`src/rtl/ksem_pkg.sv`:
```
// ---------------------------------------------------------------------------
// ksem_pkg
// shared types and codes for the keyed semaphore table
// ---------------------------------------------------------------------------
package ksem_pkg;

  localparam logic [22:0] HANDLE_BASE = 23'h575000;

  typedef enum logic [2:0] {
    OP_GET_OR_CREATE = 3'd0,
    OP_SET           = 3'd1,
    OP_READ_VALUE    = 3'd2,
    OP_READ_PID      = 3'd3,
    OP_READ_NEG      = 3'd4,
    OP_READ_ZERO     = 3'd5,
    OP_REMOVE        = 3'd6,
    OP_OPERATE       = 3'd7
  } ksem_op_t;

  localparam logic [2:0] ST_OK          = 3'd0;
  localparam logic [2:0] ST_INVALID     = 3'd1;
  localparam logic [2:0] ST_EXISTS      = 3'd2;
  localparam logic [2:0] ST_NOT_FOUND   = 3'd3;
  localparam logic [2:0] ST_NO_SPACE    = 3'd4;
  localparam logic [2:0] ST_TOO_BIG     = 3'd5;
  localparam logic [2:0] ST_WOULD_BLOCK = 3'd6;
  localparam logic [2:0] ST_TRY_AGAIN   = 3'd7;

  typedef enum logic [1:0] {
    OUT_POSSIBLE = 2'd0,
    OUT_BLOCKED  = 2'd1,
    OUT_TOO_BIG  = 2'd2,
    OUT_INVALID  = 2'd3
  } ksem_outcome_t;

  typedef enum logic [2:0] {
    S_IDLE,
    S_SCAN_RD,
    S_SCAN_CMP,
    S_CMD_EX,
    S_OP_EX
  } ksem_state_t;

  typedef struct packed {
    ksem_op_t    opcode;
    logic [30:0] handle;
    logic [31:0] key;
    logic [15:0] sem_count;
    logic        create_flag;
    logic        exclusive_flag;
    logic [31:0] set_value;
    logic [15:0] sem_member;
    logic [15:0] op_value;
    logic        nowait_flag;
    logic        last_op;
  } ksem_item_t;

  typedef struct packed {
    logic valid;
    logic in_range;
  } ksem_head_t;

endpackage

```
`src/rtl/ksem_front.sv`:
```
// ---------------------------------------------------------------------------
// ksem_front
// input queue of two words; decodes the handle range on entry
// ---------------------------------------------------------------------------
module ksem_front #(
  parameter int SLOTS = 64,
  localparam int IW = (SLOTS > 1) ? $clog2(SLOTS) : 1
) (
  input  logic                clk,
  input  logic                rst_n,
  input  logic                push,
  output logic                full,
  input  ksem_pkg::ksem_item_t item,
  output ksem_pkg::ksem_head_t head,
  output ksem_pkg::ksem_item_t head_item,
  output logic [IW-1:0]       head_idx,
  input  logic                pop
);

  ksem_pkg::ksem_item_t q_item_r [2];
  logic                 q_rng_r  [2];
  logic [IW-1:0]        q_idx_r  [2];
  logic                 wr_ptr_r, wr_ptr_nxt;
  logic                 rd_ptr_r, rd_ptr_nxt;
  logic [1:0]           cnt_r, cnt_nxt;
  logic [31:0]          diff;
  logic                 rng;
  logic                 do_push, do_pop;

  assign diff = {1'b0, item.handle} - {9'd0, ksem_pkg::HANDLE_BASE};
  assign rng  = ({1'b0, item.handle} >= {9'd0, ksem_pkg::HANDLE_BASE}) &&
                (diff < 32'(SLOTS));

  assign full    = (cnt_r == 2'd2);
  assign do_push = push && !full;
  assign do_pop  = pop && (cnt_r != 2'd0);

  always_comb begin
    wr_ptr_nxt = wr_ptr_r ^ do_push;
    rd_ptr_nxt = rd_ptr_r ^ do_pop;
    cnt_nxt    = cnt_r + {1'b0, do_push} - {1'b0, do_pop};
  end

  always_ff @(posedge clk) begin
    if (!rst_n) begin
      wr_ptr_r <= 1'b0;
      rd_ptr_r <= 1'b0;
      cnt_r    <= 2'd0;
    end else begin
      wr_ptr_r <= wr_ptr_nxt;
      rd_ptr_r <= rd_ptr_nxt;
      cnt_r    <= cnt_nxt;
    end
  end

  always_ff @(posedge clk) begin
    if (do_push) begin
      q_item_r[wr_ptr_r] <= item;
      q_rng_r[wr_ptr_r]  <= rng;
      q_idx_r[wr_ptr_r]  <= diff[IW-1:0];
    end
  end

  assign head.valid    = (cnt_r != 2'd0);
  assign head.in_range = q_rng_r[rd_ptr_r];
  assign head_item     = q_item_r[rd_ptr_r];
  assign head_idx      = q_idx_r[rd_ptr_r];

  a_cnt_bound: assert property (@(posedge clk) disable iff (!rst_n)
    cnt_r != 2'd3) else $error("queue count out of range");

  a_ptr_gap: assert property (@(posedge clk) disable iff (!rst_n)
    (cnt_r == 2'd1) |-> (wr_ptr_r != rd_ptr_r)) else $error("queue pointers disagree");

  a_pop_full: assert property (@(posedge clk) disable iff (!rst_n)
    (full && !pop) |=> full) else $error("full dropped without pop");

endmodule

```
`config.mk`:
```
export PLATFORM = sky130hd
export DESIGN_NAME = ksem_front
export DESIGN_NICKNAME = d
export VERILOG_FILES = /design/src/rtl/ksem_pkg.sv /design/src/rtl/ksem_front.sv
export SDC_FILE = /design/constraint.sdc
export NUM_CORES = 1
export LEC_CHECK = 0
export BUFFER_PORTS_ARGS = -buffer_cell sky130_fd_sc_hd__buf_2
export CORE_ASPECT_RATIO = 0.5
export CORE_MARGIN = 5
export CORE_UTILIZATION = 40
export DETAILED_ROUTE_END_ITERATION = 8
export MAX_ROUTING_LAYER = met4
export PLACE_DENSITY = 0.75
export SYNTH_ARGS = -nofsm -noshare
export SYNTH_HDL_FRONTEND = slang
export SYNTH_SLANG_ARGS = --single-unit
```
`constraint.sdc`:
```
create_clock -name clk -period 5.3 [get_ports clk]
set_clock_uncertainty 0.1 [all_clocks]
set_input_delay 1.06 -clock clk [delete_from_list [all_inputs] [get_ports clk]]
set_output_delay 1.06 -clock clk [all_outputs]
set_load 0.02 [all_outputs]
```
## Word level (Yosys, flattened, before mapping)

Memory sizes are Yosys's and may differ from the RTL's. A register that Yosys moved wholly into a read port is not among the register bits.
Cells that the tools add are included.

| storage, ports and cells | value |
|---|---|
| register bits after elaboration | 4 |
| bits in writable memories | 314 |
| bits of input ports | 154 |
| output and inout bits | 159 |
| word-level logic and storage cells | 24 |
| memories | 3 |

| operators by class | value |
|---|---|
| add/subtract/negate cells | 3 |
| magnitude comparators | 2 |
| equal/unequal tests | 1 |
| muxes and demuxes | 5 |
| bitwise gates (word level) | 2 |
| reduce and logical (&&, ||, !) cells | 5 |

Memories:

| name | words | width | read ports | clocked after memory_dff | wr ports | RTL line | RTL |
|---|---|---|---|---|---|---|---|
| q_item_r | 2 | 150 | 1 | 1 | 1 | ksem_front.sv:20 | `ksem_pkg::ksem_item_t q_item_r [2];` |
| q_idx_r | 2 | 6 | 1 | 1 | 1 | ksem_front.sv:22 | `logic [IW-1:0] q_idx_r [2];` |
| q_rng_r | 2 | 1 | 1 | 1 | 1 | ksem_front.sv:21 | `logic q_rng_r [2];` |

Operators by type and width:

| cell | count |
|---|---|
| < comparator 32 x 7 -> 1 bit (second input constant) | 1 |
| subtractor 31 x 23 -> 32 bit (second input constant) | 1 |
| >= comparator 31 x 23 -> 1 bit (second input constant) | 1 |
| 2-to-1 mux 1 bit | 5 |
| logical AND 1 bit | 3 |
| adder 2 x 1 -> 2 bit | 1 |
| equality test 2 bit (second input constant) | 1 |
| nonzero test 2 bit | 1 |
| subtractor 2 x 1 -> 2 bit | 1 |
| XOR 1 bit | 2 |
| zero test 1 bit | 1 |

## Logic depth before layout (Yosys ltp)

| depth | value |
|---|---|
| word-level depth | 5 |
| gate-level depth with buffers | 8 |

## Worst setup path after synthesis

No wires, ideal clock.

| timing path | value |
|---|---|
| path kind | in2reg |
| start point | input push |
| end point | memory q_idx_r[1][0] in the netlist's numbering, enable pin |
| setup time | 0.530 ns |
| arrival | 4.701 ns |
| slack | -0.031 ns |
| stages on the path | 3 |
| buffers on the path | 0 |
| cell sequence | nand2_1 inv_1 ha_1 |

| between the ends | value |
|---|---|
| longest elaborated chain between the ends | 3 |

Ends and longest elaborated chain:

| item | RTL line | RTL |
|---|---|---|
| from (decl) | ksem_front.sv:11 | `input logic push,` |
| logical AND 1 bit | ksem_front.sv:35 | `assign do_push = push && !full;` |
| 2-to-1 mux 1 bit | ksem_front.sv:57 | `if (do_push) begin` |
| 2-to-1 mux 1 bit (implied by the code) | ksem_front.sv:60 | `q_idx_r[wr_ptr_r] <= diff[IW-1:0];` |
| to (decl) | ksem_front.sv:22 |  |

Every way passes these cells.

==> metrics <==
number of synthesized register bits 307; CTS Buf Count 29; PD cells between 400 and 500 nW/um^2; grt total ovfl 0; commonest non-fill, non-tap cell in the layout buf_2; Site Rows 43; first-pass GRT wire length 37.8 mm; Routed wire per std cell 20.5 um; outcome finished clean; RePlAce Congestion 0.892; leakage between 0.005 and 0.006 uW; xor/xnor share of the synthesized area 0.00538; Cells after DPL between 1000 and 1500; RSZ-0062 raised after global routing no; Tcrit/Tclk final 0.698; Clk Tree Root Cell clkbuf_16; largest family of logic cells by synthesized area multiplexers; Pint 4960 uW; sequential share of power 0.451; register area share after synthesis 0.805; Synth warnings 0; clk slew on worst S/H paths 60 ps; R2R Path End q_item_r[1][103]; number of global-route vias before repair 6506; Clk pwr share 0.286; Reg2Reg Setup Slack 2650 ps; Clock H-tree levels 1; DRT Wirelength 26.1 mm; cell area after synthesis 11400 um^2; Logic pwr share 0.262; Final ANT Viol Nets 0; Syn Nets between 600 and 700; Period minus WS final 3700 ps; Worst Min Path Start rd_ptr_r; routed vias/inst around 4.8; Data arrival, critical path roughly 2500 ps; Final Hold Fails 0; share of layout cells above drive strength 1 0.593; Hold-fix buffers, CTS 0; worst hold stages 2; Die W 249 um; Max IR drop VDD 225 uV; Worst EP required a little over 4000 ps; Worst-Skew Late Latency around 540 ps; IO buf count 312; post-synthesis compound-gate area fraction 0.00637; initial drt markers 339; die area 32100 um^2; FILL cells 2313; slowest CP cell dfxtp_4; Sw Ratio 0.303; Setup-failing EPs final 0; CTS tree built; synthesized area per cell 21.3 um^2; CTS sink count 307; Total GRT Usage 0.158; mux cell area share after synthesis 0.149; Post-CTS Setup Bufs 0; IO Pins 313; Critical Path Source Type flip-flop; initial antenna violation count 5; Hold EP rd_ptr_r; synthesis-to-finish area growth 26.0%; Final Instance Count excl. Fillers 1272; minimum hold slack 442 ps; core area 27900 um^2; CP Max Fanout 54; Vias 6054; Sw Pwr about 2200 uW; max frequency approximately 0.27 GHz; fraction of the mapped netlist area in simple logic gates 0.0159; Detail Placement HPWL between 15 and 20 mm; r2r startpoint cnt_r[0]; post-synthesis adder-cell area fraction 0.00440; post-route setup slack ~1600 ps; Setup Slack @ Placement slightly above 2000 ps; worst-margin pin slew around 820 ps; 1st-pass router iterations 4; largest net degree at the start of global routing 62; max incr delay on CP around 820 ps; crit-path cells buf_4, mux2_2, buf_2; Max-Cap Viols 0; Slew headroom 0.451; final-report max-slew violation count 0; Netlist cell types 31; kind of critical path reg -> out; Mapped Cells about 530; DRC Markers 0; deepest clock path buffer count 3; Resize count post-CTS 0; Layout Nets 1020; reg2reg path depth 5; worst hold-check path type reg -> reg; Die Height between 100 and 150 um; most frequent cells in the layout buf_2, edfxtp_1, mux2_2; Post-Route Setup TNS 0 ps; Crit. End Element output port; Starting Density 0.409
## per-layer routing
metal / GRT usage / routed length, um / vias to the layer above
met5: - / 0 / -
met4: 0.0571 / 813 / 0
met3: 0.0295 / 864 / 54
met2: 0.308 / 15300 / 118
met1: 0.160 / 9130 / 3106
li1: - / - / 2776
## worst max-delay path: cells and delay by family (launching register included)
| family | cells | cell delay, ps |
|---|---|---|
| flip-flops | 1 | 820 |
| multiplexers | 1 | 400 |
| buffers and inverters | 2 | 720 |
## logic make-up after synthesis
logic type | after synthesis
buffers and inverters | 29
DFF | 307
adders and majority gates | 4
xor gates and xnor gates | 7
muxes | 151
and+or+nand+nor | 26
AOI/OAI and AO/OA | 10
## layout make-up
cell class,count,area (um^2),area share
inverters,6,22.5,0.00157
clock buffers,33,741,0.0516
well taps,382,478,0.0333
multi-input cells,198,2090,0.146
diodes,6,15.0,0.00105
clock inverters,20,194,0.0135
flip-flops and latches,307,9170,0.639
repair buffers,320,1630,0.114
## how the worst max path moves through the flow
stage                    from              end  cells after the start
finish              flip-flop   head_item[133]                      3
global route        flip-flop   head_item[121]                      3
CTS                 flip-flop   head_item[133]                      3
detailed placement       push  q_item_r[1][26]                      5
global placement         push  q_item_r[0][75]                      5
floorplan                push    q_idx_r[1][0]                      3
## flip-flops by register name, summed over array words and instances, names as in the netlist, named ones only
register / flops
cnt_r: 2
q_idx_r: 10
q_item_r: 290
q_rng_r: 2
rd_ptr_r: 1
wr_ptr_r: 1
## cell usage after synthesis, drive strengths merged
master   instances  area share
edfxtp         302        0.80
mux2           151        0.15
buf             23       0.011
inv              6      0.0020
dfxtp            5      0.0088
xnor2            5      0.0038
a21oi            4      0.0018
ha               4      0.0044
nand2            4      0.0013
nor2b            4      0.0022
and2             3      0.0016
nor3             3      0.0018
nand3            2     0.00088
nor2             2     0.00066
nor4b            2      0.0034
o21ai            2     0.00088
xor2             2      0.0015
a2111oi          1      0.0013
a211oi           1      0.0011
a21boi           1     0.00066
and4             1     0.00077
nand2b           1     0.00055
nand3b           1     0.00066
nand4            1     0.00055
nand4bb          1     0.00099
o31ai            1     0.00066
or2              1     0.00055
## power groups by stage
| stage | logic, uW | clock network (uW) | registers (uW) |
|---|---|---|---|
| global placement | 1870 | 0 | 3250 |
| detailed placement | 1890 | 0 | 3270 |
| CTS | 1900 | 2090 | 3220 |
| floorplan | 1300 | 0 | 3240 |
| global route | 1980 | 2200 | 3240 |
| finish | 1870 | 2040 | 3210 |
## metrics by stage
stage	cell area, um^2	total power [uW]	util
final	14300	7120	0.515
after global placement	13400	5120	0.481
after global routing	14300	7420	0.515
after floorplan	11400	4540	-
after detailed placement	13400	5160	0.481
after CTS	14300	7210	0.514
Note: power is estimated with default switching activity, not from simulation.
